## config.mk

```make
export PLATFORM = sky130hd
export DESIGN_NAME = accel_activity_peak_decay
export DESIGN_NICKNAME = d
export VERILOG_FILES = /design/src/design/accpd_pkg.sv /design/src/design/accel_activity_peak_decay.sv
export SDC_FILE = /design/constraint.sdc
export NUM_CORES = 1
export LEC_CHECK = 0
export BUFFER_PORTS_ARGS = -buffer_cell sky130_fd_sc_hd__buf_2
export CORE_ASPECT_RATIO = 1.25
export CORE_UTILIZATION = 43
export DETAILED_ROUTE_END_ITERATION = 16
export GPL_TIMING_DRIVEN = 0
export PLACE_DENSITY_LB_ADDON = 0.2
export SLEW_MARGIN = 20
export SYNTH_ARGS = -nofsm -noshare
export SYNTH_HDL_FRONTEND = slang
export SYNTH_SLANG_ARGS = --single-unit
```

## constraint.sdc

```tcl
create_clock -name clk_i -period 13.6 [get_ports clk_i]
set_clock_uncertainty 0.1 [all_clocks]
set_input_delay 1.36 -clock clk_i [delete_from_list [all_inputs] [get_ports clk_i]]
set_output_delay 1.36 -clock clk_i [all_outputs]
set_load 0.02 [all_outputs]
```

## src/design/accpd_pkg.sv

```systemverilog
// Package for the activity peak decay block: widths, register indexes, sequencer states.
package accpd_pkg;

  // Default number of peak entries.
  localparam int unsigned MaxSensorsDefault = 16;

  // Field widths.
  localparam int unsigned AxisW   = 14;
  localparam int unsigned IndexW  = 4;
  localparam int unsigned LevelW  = 13;
  localparam int unsigned DecayW  = 16;
  localparam int unsigned CountW  = 5;
  localparam int unsigned InDataW = 48;
  localparam int unsigned OutDataW = 16;

  // Arithmetic widths.
  localparam int unsigned SumW  = 28;
  localparam int unsigned ProdW = AxisW + DecayW;

  // One g in 1/1024 g units.
  localparam logic [AxisW-1:0] OneG = 14'd1024;

  // Reciprocal of three in Q0.16, rounded up; exact for values below 32768.
  localparam logic [DecayW-1:0] Div3Recip = 16'd21846;

  // Top bit of the square root sweep (radicand stays below 2**28).
  localparam logic [SumW-1:0] SqrtFirstBit = 28'h400_0000;

  // Configuration register indexes.
  localparam int unsigned CfgAddrW = 1;
  localparam logic [CfgAddrW-1:0] RegDecayFactor = 1'b0;
  localparam logic [CfgAddrW-1:0] RegSensorCount = 1'b1;

  // Register reset values.
  localparam logic [DecayW-1:0] DecayReset = 16'd0;
  localparam logic [CountW-1:0] CountReset = 5'd16;

  // Sequencer states.
  typedef enum logic [2:0] {
    StIdle,
    StSquare,
    StRoot,
    StDiv,
    StPeak,
    StDecay,
    StOut
  } state_e;

endpackage

```

## src/design/accel_activity_peak_decay.sv

```systemverilog
// Top level: activity level with a per-sensor decaying peak, one shared multiplier.
//
//  Channel   Direction  Signals                                 Contents
//  s_axis    in         s_axis_tvalid/tready/tdata/tuser        one sample
//  m_axis    out        m_axis_tvalid/tready/tdata              one result
//  cfg       in         cfg_valid/ready/addr/data               register writes
//
// An item goes from its accepting cycle to a loaded result register in steps: it is
// accepted, three multiplier passes form the squares, fourteen steps of the bit-serial
// square root follow, then one multiplier pass for the divide by three, in mode 1 a
// compare with the peak and one more multiplier pass when the peak decays, and last
// the load of the result. A rejected index goes straight to the result register.
// Reset clears the peak store, the configuration registers and the result valid.
// A stalled result holds the sequencer in its last state; the configuration port is
// always ready.
module accel_activity_peak_decay #(
  parameter int unsigned MAX_SENSORS = accpd_pkg::MaxSensorsDefault
) (
  input  logic                               clk_i,
  input  logic                               rst_ni,
  // Sample transactions.
  input  logic                               s_axis_tvalid,
  output logic                               s_axis_tready,
  // tdata from bit 0: sensor_index[3:0], accel_x[17:4], accel_y[31:18],
  // accel_z[45:32], zero fill[47:46].
  input  logic [accpd_pkg::InDataW-1:0]      s_axis_tdata,
  // tuser: mode[0].
  input  logic                               s_axis_tuser,
  // Result transactions.
  output logic                               m_axis_tvalid,
  input  logic                               m_axis_tready,
  // tdata from bit 0: level[12:0], new_peak[13], index_error[14], zero fill[15].
  output logic [accpd_pkg::OutDataW-1:0]     m_axis_tdata,
  // Configuration write transactions.
  input  logic                               cfg_valid,
  output logic                               cfg_ready,
  input  logic [accpd_pkg::CfgAddrW-1:0]     cfg_addr,
  input  logic [accpd_pkg::DecayW-1:0]       cfg_data
);
  import accpd_pkg::*;

  localparam int unsigned PeakIdxW = (MAX_SENSORS > 1) ? $clog2(MAX_SENSORS) : 1;
  localparam int unsigned WideIdxW = (PeakIdxW > IndexW) ? PeakIdxW : IndexW;
  localparam int unsigned CmpW     = 8;

  // Registers.
  state_e                state_q, state_d;
  logic [DecayW-1:0]     decay_q;
  logic [CountW-1:0]     count_q;
  logic [LevelW-1:0]     peak_q [MAX_SENSORS];
  logic                  mode_q, mode_d;
  logic [PeakIdxW-1:0]   idx_q, idx_d;
  logic [AxisW-1:0]      ax_q, ax_d, ay_q, ay_d, az_q, az_d;
  logic [1:0]            cnt_q, cnt_d;
  logic [SumW-1:0]       rem_q, rem_d;
  logic [SumW-1:0]       root_q, root_d;
  logic [SumW-1:0]       bit_q, bit_d;
  logic [LevelW-1:0]     act_q, act_d;
  logic [LevelW-1:0]     res_level_q, res_level_d;
  logic                  res_np_q, res_np_d;
  logic                  res_err_q, res_err_d;
  logic                  out_valid_q, out_valid_d;
  logic [OutDataW-1:0]   out_data_q, out_data_d;
  logic                  peak_we;
  logic [LevelW-1:0]     peak_wdata;

  // Input field views.
  logic [IndexW-1:0]     in_idx;
  logic [AxisW-1:0]      in_x, in_y, in_z;
  logic [WideIdxW-1:0]   in_idx_wide;
  logic                  in_accept, in_idx_ok, out_free;

  // Shared multiplier and datapath nets.
  logic [AxisW-1:0]      mul_a;
  logic [DecayW-1:0]     mul_b;
  logic [ProdW-1:0]      mul_p;
  logic [AxisW-1:0]      dev;
  logic [SumW-1:0]       trial;
  logic [LevelW-1:0]     peak_rd;

  assign in_idx      = s_axis_tdata[IndexW-1:0];
  assign in_x        = s_axis_tdata[IndexW +: AxisW];
  assign in_y        = s_axis_tdata[IndexW + AxisW +: AxisW];
  assign in_z        = s_axis_tdata[IndexW + 2*AxisW +: AxisW];
  assign in_idx_wide = WideIdxW'(in_idx);
  assign in_idx_ok   = (CmpW'(in_idx) < CmpW'(count_q)) && (CmpW'(in_idx) < CmpW'(MAX_SENSORS));

  assign s_axis_tready = (state_q == StIdle);
  assign in_accept     = s_axis_tvalid && s_axis_tready;
  assign out_free      = !out_valid_q || m_axis_tready;
  assign m_axis_tvalid = out_valid_q;
  assign m_axis_tdata  = out_data_q;
  assign cfg_ready     = 1'b1;

  assign peak_rd = peak_q[idx_q];
  assign dev     = (root_q[AxisW-1:0] >= OneG) ? (root_q[AxisW-1:0] - OneG)
                                               : (OneG - root_q[AxisW-1:0]);
  assign trial   = root_q + bit_q;

  // Absolute value of a two's complement axis field; -8192 maps to 8192.
  function automatic logic [AxisW-1:0] abs_axis(input logic [AxisW-1:0] v);
    abs_axis = v[AxisW-1] ? (~v + AxisW'(1)) : v;
  endfunction

  // Operand selection for the shared multiplier.
  always_comb begin
    mul_a = '0;
    mul_b = '0;
    case (state_q)
      StSquare: begin
        case (cnt_q)
          2'd0:    mul_a = ax_q;
          2'd1:    mul_a = ay_q;
          default: mul_a = az_q;
        endcase
        mul_b = DecayW'(mul_a);
      end
      StDiv: begin
        mul_a = dev;
        mul_b = Div3Recip;
      end
      StDecay: begin
        mul_a = AxisW'(peak_rd);
        mul_b = decay_q;
      end
      default: begin
        mul_a = '0;
        mul_b = '0;
      end
    endcase
  end

  assign mul_p = ProdW'(mul_a) * ProdW'(mul_b);

  // Next state.
  always_comb begin
    state_d = state_q;
    case (state_q)
      StIdle: begin
        if (in_accept) begin
          state_d = in_idx_ok ? StSquare : StOut;
        end
      end
      StSquare: begin
        if (cnt_q == 2'd2) begin
          state_d = StRoot;
        end
      end
      StRoot: begin
        if (bit_q[0]) begin
          state_d = StDiv;
        end
      end
      StDiv: begin
        state_d = mode_q ? StPeak : StOut;
      end
      StPeak: begin
        state_d = (act_q > peak_rd) ? StOut : StDecay;
      end
      StDecay: begin
        state_d = StOut;
      end
      StOut: begin
        if (out_free) begin
          state_d = StIdle;
        end
      end
      default: state_d = StIdle;
    endcase
  end

  // Datapath updates per state.
  always_comb begin
    mode_d      = mode_q;
    idx_d       = idx_q;
    ax_d        = ax_q;
    ay_d        = ay_q;
    az_d        = az_q;
    cnt_d       = cnt_q;
    rem_d       = rem_q;
    root_d      = root_q;
    bit_d       = bit_q;
    act_d       = act_q;
    res_level_d = res_level_q;
    res_np_d    = res_np_q;
    res_err_d   = res_err_q;
    peak_we     = 1'b0;
    peak_wdata  = act_q;
    out_valid_d = out_valid_q;
    out_data_d  = out_data_q;

    // The consumer takes the result.
    if (out_valid_q && m_axis_tready) begin
      out_valid_d = 1'b0;
    end

    case (state_q)
      StIdle: begin
        if (in_accept) begin
          mode_d      = s_axis_tuser;
          idx_d       = in_idx_wide[PeakIdxW-1:0];
          ax_d        = abs_axis(in_x);
          ay_d        = abs_axis(in_y);
          az_d        = abs_axis(in_z);
          cnt_d       = '0;
          rem_d       = '0;
          res_level_d = '0;
          res_np_d    = 1'b0;
          res_err_d   = !in_idx_ok;
        end
      end
      StSquare: begin
        // Accumulate one axis square per cycle.
        rem_d = rem_q + mul_p[SumW-1:0];
        cnt_d = cnt_q + 2'd1;
        if (cnt_q == 2'd2) begin
          root_d = '0;
          bit_d  = SqrtFirstBit;
        end
      end
      StRoot: begin
        // One bit-serial square root step.
        if (rem_q >= trial) begin
          rem_d  = rem_q - trial;
          root_d = (root_q >> 1) + bit_q;
        end else begin
          root_d = root_q >> 1;
        end
        bit_d = bit_q >> 2;
      end
      StDiv: begin
        // Divide the deviation from one g by three.
        act_d       = mul_p[DecayW +: LevelW];
        res_level_d = mul_p[DecayW +: LevelW];
      end
      StPeak: begin
        if (act_q > peak_rd) begin
          peak_we    = 1'b1;
          peak_wdata = act_q;
          res_np_d   = 1'b1;
        end
      end
      StDecay: begin
        // Scale the stored peak by the Q0.16 decay factor.
        peak_we     = 1'b1;
        peak_wdata  = mul_p[DecayW +: LevelW];
        res_level_d = mul_p[DecayW +: LevelW];
      end
      StOut: begin
        if (out_free) begin
          out_valid_d = 1'b1;
          out_data_d  = {1'b0, res_err_q, res_np_q, res_level_q};
        end
      end
      default: begin
        peak_we = 1'b0;
      end
    endcase
  end

  // Control state and configuration registers.
  always_ff @(posedge clk_i or negedge rst_ni) begin
    if (!rst_ni) begin
      state_q     <= StIdle;
      out_valid_q <= 1'b0;
      decay_q     <= DecayReset;
      count_q     <= CountReset;
    end else begin
      state_q     <= state_d;
      out_valid_q <= out_valid_d;
      if (cfg_valid && cfg_ready) begin
        case (cfg_addr)
          RegDecayFactor: decay_q <= cfg_data;
          RegSensorCount: count_q <= cfg_data[CountW-1:0];
          default:        decay_q <= decay_q;
        endcase
      end
    end
  end

  // Peak store, cleared at reset.
  always_ff @(posedge clk_i or negedge rst_ni) begin
    if (!rst_ni) begin
      for (int i = 0; i < MAX_SENSORS; i++) begin
        peak_q[i] <= '0;
      end
    end else if (peak_we) begin
      peak_q[idx_q] <= peak_wdata;
    end
  end

  // Payload registers.
  always_ff @(posedge clk_i) begin
    mode_q      <= mode_d;
    idx_q       <= idx_d;
    ax_q        <= ax_d;
    ay_q        <= ay_d;
    az_q        <= az_d;
    cnt_q       <= cnt_d;
    rem_q       <= rem_d;
    root_q      <= root_d;
    bit_q       <= bit_d;
    act_q       <= act_d;
    res_level_q <= res_level_d;
    res_np_q    <= res_np_d;
    res_err_q   <= res_err_d;
    out_data_q  <= out_data_d;
  end

endmodule

```

Yosys cells after proc, flatten, opt, wreduce, memory -nomap -nowiden
Cells that the tools add are included.

Input port bits: 71. Logic and storage cells: 139. Register bits after elaboration: 409.

Add/sub/neg operators: 10. Bitwise operators: 5. Mux-type cells: 42. Equal/unequal tests: 14. Reduce and logical (&&, ||, !) cells: 24. Multipliers: 1. $lt $le $gt $ge: 6.

Operators with widths (number): bitwise mux 208 bit (1); two-way mux 28 bit (5); one-hot mux 28 bit (2 select lines) (2); two-way mux 13 bit (8); one-hot mux 28 bit (3 select lines) (1); adder 28 bit (2); binary-select mux 13 bit (select 4 bit) (1); demux 13 bit (select 4 bit) (1); one-hot mux 16 bit (3 select lines) (1); adder 14 x 1 -> 14 bit, second input constant (3); NOT 14 bit (3); one-hot mux 14 bit (3 select lines) (1); multiplier 14 x 16 -> 29 bit (1); adder 27 x 28 -> 28 bit (1); greater-or-equal comparator 28 bit (1); one-hot mux 14 bit (2 select lines) (1); subtractor 28 bit (1); one-hot mux 13 bit (2 select lines) (1); one-hot mux 3 bit (7 select lines) (1); two-way mux 3 bit (5); greater-or-equal comparator 14 x 11 -> 1 bit, second input constant (1); two-way mux 14 bit (1); AND reduction 2 bit (7); subtractor 11 x 14 -> 14 bit, first input constant (1); 29 further kinds (51).

Longest topological paths before layout
Gate-level depths: netlist of run 1.

Depth after elaboration: 8. Depth in mapped cells: 41. Gate-level depth less buffers: 39.

Least setup slack after synthesis of run 1
Ideal clock, no wire load.

Kind: register to register. Start: reg idx_q[0]. End: reg rem_q[27] (data pin). Stages on the path, launching flop included: 36. Required time: 13.346 ns. Setup time: 0.154 ns. Setup slack: 4.087 ns. Arrival: 9.259 ns. Clock period less this slack: 9.513 ns. Cells stage by stage: edfxtp_1 clkbuf_1 buf_2 mux4_2 mux4_2 a221oi_2 buf_2 nor2_1 fa_1 inv_1 fa_1 inv_1 fa_1 fa_1 fa_1 inv_1 fa_1 inv_1 ha_1 a211oi_2 o21bai_2 or3_1 o21ba_2 a211oi_1 xor2_1 inv_1 ha_1 a21o_1 a21oi_1 o211ai_1 nand2_1 o2111ai_1 a31o_2 a21oi_1 xor3_1 o22ai_1.

Word-level cells in the longest chain between the ends: 8.

RTL lines: start, declared (line accel_activity_peak_decay.sv:52) `logic [PeakIdxW-1:0] idx_q, idx_d;`; start signal, assigned (line accel_activity_peak_decay.sv:295) `idx_q <= idx_d;`; NOT 4 -> 5 bit (not written as such) (line accel_activity_peak_decay.sv:95) `assign peak_rd = peak_q[idx_q];`; binary-select mux 13 bit (select 4 bit) (line accel_activity_peak_decay.sv:95); two-way mux 13 bit (not written as such) (2 in series) (line accel_activity_peak_decay.sv:95); one-hot mux 14 bit (3 select lines) (line accel_activity_peak_decay.sv:109) `case (state_q)`; multiplier 14 x 16 -> 29 bit (line accel_activity_peak_decay.sv:133) `assign mul_p = ProdW'(mul_a) * ProdW'(mul_b);`; via mul_p[20] (line accel_activity_peak_decay.sv:76) `logic [ProdW-1:0] mul_p;`; adder 28 bit (line accel_activity_peak_decay.sv:214) `rem_d = rem_q + mul_p[SumW-1:0];`; one-hot mux 28 bit (3 select lines) (line accel_activity_peak_decay.sv:197) `case (state_q)`; end signal, assigned (line accel_activity_peak_decay.sv:300) `rem_q <= rem_d;`; end, declared (line accel_activity_peak_decay.sv:55) `logic [SumW-1:0] rem_q, rem_d;`.

The timed path passes the listed nets, and every way through them passes these cells. The select of a mux whose other input is x is not followed. A chain may end at the register's enable or synchronous reset.

Worst setup path in the final report of run 1
Start: reg idx_q[1]. End: reg rem_q[27] (data pin).

Same word-level chain as after synthesis.

==> results of run 1 <==
-- flip-flops by register name, indices dropped and copies added (netlist names) --
signal	cells
state_q	3
ax_q	14
root_q	28
ay_q	14
rem_q	28
res_np_q	1
bit_q	14
az_q	14
res_err_q	1
mode_q	1
cnt_q	2
act_q	13
peak_q	208
count_q	5
m_axis_tdata	15
m_axis_tvalid	1
res_level_q	13
decay_q	16
idx_q	4
-- worst min path at each step --
stage,endpoint,cells after the start
detailed placement,m_axis_tdata[8]$_DFFE_PP_,0
floorplan,m_axis_tdata[0]$_DFFE_PP_,0
CTS,m_axis_tdata[8]$_DFFE_PP_,0
global route,m_axis_tdata[8]$_DFFE_PP_,0
finish,m_axis_tdata[8]$_DFFE_PP_,0
global placement,m_axis_tdata[4]$_DFFE_PP_,0
-- logic make-up (layout without fill, tap and decap cells) --
kind of cell	after synthesis	in the layout	share of synthesized area
compound gates	617	617	0.130
buf+inv	414	591	0.0549
other cells	2	3	0.000253
xor+xnor	153	153	0.0458
simple gates	872	872	0.133
fa+ha+maj	367	367	0.196
flops	395	395	0.360
mux	148	148	0.0800
-- synthesized netlist by cell type (29+ instances only) --
| cell | instances | area share |
|---|---|---|
| nor2b_1 | 39 | 0.0082 |
| dfrtp_1 | 232 | 0.20 |
| nor3_1 | 31 | 0.0052 |
| a21oi_1 | 207 | 0.035 |
| clkbuf_1 | 102 | 0.013 |
| inv_1 | 264 | 0.033 |
| nand2_1 | 303 | 0.038 |
| mux4_2 | 65 | 0.049 |
| mux2_2 | 65 | 0.025 |
| ha_1 | 201 | 0.085 |
| buf_2 | 36 | 0.0061 |
| xor2_1 | 59 | 0.017 |
| nor2_1 | 300 | 0.038 |
| a21o_1 | 33 | 0.0083 |
| edfxtp_1 | 162 | 0.16 |
| nand3_1 | 29 | 0.0049 |
| xnor2_1 | 92 | 0.027 |
| and2_1 | 42 | 0.0088 |
| o21ai_0 | 146 | 0.025 |
| fa_1 | 166 | 0.11 |
-- stage by stage --
stage,cell area (um2),hold WS (ps),util,std cells,worst slack [ps]
after global placement,31200,303,0.458,3925,1930
after CTS,33000,318,0.483,4017,1770
final,33000,318,0.483,4018,1650
after floorplan,29700,300,-,2968,4090
after detailed placement,31500,305,0.461,3935,1810
after global routing,33000,322,0.483,4018,1220
-- layout make-up --
class	count	share of cell area
antenna	1	0.0000758
buffer	148	0.0193
clock buffer	59	0.0382
clock inverter	23	0.00777
inverter	266	0.0303
multi-input combinational	2159	0.529
sequential	395	0.324
tap	872	0.0331
timing repair buffer	95	0.0185
-- worst max-delay path: cells and delay by family, from the launching register on --
family                     cells  cell delay (ps)
AOI/OAI and AO/OA             10             2770
xor gates and xnor gates       2             1140
adders and majority gates      8             3950
buffers and inverters          7             1490
DFF                            1              330
muxes                          2              990
and+or+nand+nor                5              980
-- routing by layer --
metal / GRT usage / part of all wire / vias up
li1: - / - / 10600
met2: 0.465 / 0.51 / 752
met4: 0.139 / 0.058 / 0
met3: 0.0348 / 0.051 / 222
met1: 0.302 / 0.38 / 11600
met5: 0 / 0 / -
==> impl_metrics.toml, run 1 <==
[global_routing]
antenna_found_initial = 3
grt_pass1_wl_mm = 138
grt_use_total = 0.260
grt_pass1_vias = 23600
grt_max_degree = 101
grt-ovfl-total = 0

[cells_and_area]
n_fill_cell = 6422
multi_input_area_um2 = 17400
final_cell_mix = "302 x nand2_1, 300 x nor2_1, 263 x inv_1"
layout_commonest_cell = "nand2_1"
area_delta_synth_final_pct = 11.0
final_nets = 3547
seqCellArea_um2 = 10700
layout-drive-gt1-share = 0.124

[timing]
tightest_slew_ps = 1220
finalMaxSlewViolations = 0
period_minus_slack_ps = 11950
max_freq_ghz = 0.0837
hold_viol_final = 0
maxSlewHeadroom = 0.181
fin_tns_setup_ps = 0
setup_viol = 0
rsz0062_at_grt = "false"
min_period_over_period = 0.879

[critical_path]
required_ps = 13940
r2r-start = "idx_q[1]$_DFFE_PP_"
crit_slowest_cell = "xor2_1"
crit_top_cell = "fa_1"
startpoint = "idx_q[1]$_DFFE_PP_"
critPathMaxStageDelay_ps = 900
start_kind = "register"
r2r_end = "rem_q[27]$_SDFFCE_PN0P_"
critPathCaptureType = "register"
cp-endpoint = "rem_q[27]$_SDFFCE_PN0P_"
critPathKind = "reg -> reg"
r2r_slack_ps = 1650
r2r_cells = 34
path_max_fanout = 10
crit_arrival_ps = 12290

[floorplanning]
dieArea_um2 = 70200
fp-row-count = 107
core_area_um2 = 68300
chipHeight_um = 296
die_x_um = 237
initial_core_util = 0.435
io_pins = 90

[clocking]
clk_pin_slew_ps = 60
cts_tree = "done"
cts_resized = 0
cts-root-buf = "clkbuf_16"
htree_levels = 2
cts_buffers = 44
cts_hold_buf = 0
cts_setup_buffers = 0
clk_latency_ps = 610
clock_sinks = 395
cts_max_path_buffers = 3

[routing]
firstDrtPassIters = 6
avgViaCountPerCell = 5.77
via_count = 23200
drt_iter0_drc = 1950
drc = 0
ant_nets = 0
wl_per_cell_um = 22.4
wl_mm = 90.1

[flow_run]
cap_violations = 0

[placement]
hpwl_mm = 71.1
place.port_buffers = 85
place_congestion = 0.940

[outcome]
status = "finished, final reports clean"

[synthesis]
yosys_warnings = 0
async_flop_share = 0.590
synthCells = 2968
ys_seq_area_frac = 0.360
synth_flop_cell = "dfrtp_1"
syn_nets = 3406
synth_edf_count = 162
syn_area_per_cell_um2 = 10.0
netlist_area_um2 = 29700
ys_seq_elements = 395
netlist-cell-type-count = 88

[worst_hold_path]
hold_path.class = "reg -> reg"
hold_path_startpoint = "res_level_q[8]$_SDFFCE_PN0P_"
Power of run 1 is not shown: default switching activity piles up to over one toggle a cycle in this logic, so the estimate is an artifact.
==> inputs of run 2 (changes only) <==
--- a/config.mk
+++ b/config.mk
@@ -6,7 +6,6 @@
 export NUM_CORES = 1
 export LEC_CHECK = 0
 export BUFFER_PORTS_ARGS = -buffer_cell sky130_fd_sc_hd__buf_2
-export CORE_ASPECT_RATIO = 1.25
 export CORE_UTILIZATION = 43
 export DETAILED_ROUTE_END_ITERATION = 16
 export GPL_TIMING_DRIVEN = 0
==> impl_metrics.toml, run 2 (synthesis gave the netlist of run 1 again) <==
[worst_hold_path]
min_to = "m_axis_tdata[6]$_DFFE_PP_"
hold_path.class = "reg -> reg"
whs_path_depth = 0
hold_path_startpoint = "res_level_q[6]$_SDFFCE_PN0P_"

[critical_path]
required_ps = 13930
crit_top_cell = "fa_1"
critPathCaptureType = "register"
critical-path-top-delay-family = "adder cells"
critPathMaxStageDelay_ps = 910
path_max_fanout = 10
critPathKind = "reg -> reg"
r2r_cells = 35
crit_buf_inv = 8
crit_slowest_cell = "a221oi_2"
r2r_slack_ps = 1730
r2r-start = "idx_q[1]$_DFFE_PP_"
r2r_end = "rem_q[27]$_SDFFCE_PN0P_"
crit_arrival_ps = 12190
start_kind = "register"

[cells_and_area]
top_register = "peak_q"
largest_reg_flops = 208
n_fill_cell = 6384
area_delta_synth_final_pct = 11.1
layout_commonest_cell = "nand2_1"
multi_input_area_um2 = 17400
seqCellArea_um2 = 10700
layout-drive-gt1-share = 0.124
largest_registers = "peak_q x208, rem_q x28, root_q x28"
fin_util = 0.483
final_cell_mix = "302 x nand2_1, 300 x nor2_1, 263 x inv_1"
final_nets = 3550

[clocking]
cts_resized = 0
cts_tree = "done"
htree_levels = 2
clk_latency_ps = 610
cts_buffers = 48
cts_max_path_buffers = 3
clk_pin_slew_ps = 60
clock_sinks = 395
cts-root-buf = "clkbuf_16"
cts_hold_buf = 0
cts_setup_buffers = 0

[timing]
min_period_over_period = 0.873
tightest_slew_ps = 1140
setup_viol = 0
hold_viol_final = 0
max_freq_ghz = 0.0843
finalMaxSlewViolations = 0
rsz0062_at_grt = "false"
maxSlewHeadroom = 0.237
period_minus_slack_ps = 11870
fin_tns_setup_ps = 0

[floorplanning]
dieArea_um2 = 70200
initial_core_util = 0.434
die_x_um = 265
io_pins = 90
fp-row-count = 96
core_area_um2 = 68500
chipHeight_um = 265

[global_routing]
grt_max_degree = 102
grt_pass1_wl_mm = 139
grt_use_total = 0.257
antenna_found_initial = 4
grt-ovfl-total = 0
grt_pass1_vias = 23300

[routing]
avgViaCountPerCell = 5.76
wl_per_cell_um = 22.2
via_count = 23200
ant_nets = 0
wl_mm = 89.5
drt_iter0_drc = 1942
drc = 0
firstDrtPassIters = 6

[flow_run]
cap_violations = 0

[placement]
hpwl_mm = 70.5
place.port_buffers = 85
place_congestion = 0.954

[outcome]
status = "finished, final reports clean"
## run 2: through the flow
step,std cells,hold slack (ps),setup WS (ps),area (um2)
2_1_floorplan,2968,300,4090,29700
3_3_place_gp,3935,307,1920,31300
3_5_place_dp,3944,305,1880,31500
4_1_cts,4032,318,1810,33000
5_1_grt,4033,327,1230,33000
6_report,4033,317,1730,33000
## run 2: layout make-up
class,instances,area share
timing repair buffer,94,0.0179
antenna,1,0.0000757
sequential,395,0.324
tap,882,0.0334
clock buffer,62,0.0404
inverter,266,0.0302
multi-input combinational,2159,0.528
buffer,148,0.0192
clock inverter,26,0.00720
## run 2: per-layer routing
layer,vias up,GRT usage,share of wire
li1,10600,-,-
met5,-,0,0
met3,159,0.0257,0.051
met1,11800,0.348,0.43
met4,0,0.0797,0.031
met2,735,0.435,0.49
## run 2: worst register-to-register path: cells and delay by family, from the launching register on
family	cells	cell delay, ps
adder cells (fa/ha/maj)	8	3880
AO/OA/AOI/OAI	12	3440
buffers and inverters	8	1630
multiplexers	2	1010
XOR/XNOR	2	740
AND/OR/NAND/NOR	3	590
flip-flops	1	320
## run 2: worst max-delay path by stage
| stage | startpoint | to | slack, ps | cells after the start |
|---|---|---|---|---|
| 4_1_cts | idx_q[1]$_DFFE_PP_ | rem_q[27]$_SDFFCE_PN0P_ | 1810 | 35 |
| 6_report | idx_q[1]$_DFFE_PP_ | rem_q[27]$_SDFFCE_PN0P_ | 1730 | 35 |
| 2_1_floorplan | idx_q[0]$_DFFE_PP_ | rem_q[27]$_SDFFCE_PN0P_ | 4090 | 35 |
| 5_1_grt | idx_q[1]$_DFFE_PP_ | rem_q[27]$_SDFFCE_PN0P_ | 1230 | 34 |
| 3_5_place_dp | idx_q[1]$_DFFE_PP_ | rem_q[27]$_SDFFCE_PN0P_ | 1880 | 35 |
| 3_3_place_gp | idx_q[1]$_DFFE_PP_ | rem_q[27]$_SDFFCE_PN0P_ | 1920 | 34 |
Power of run 2 is left out for the same reason.
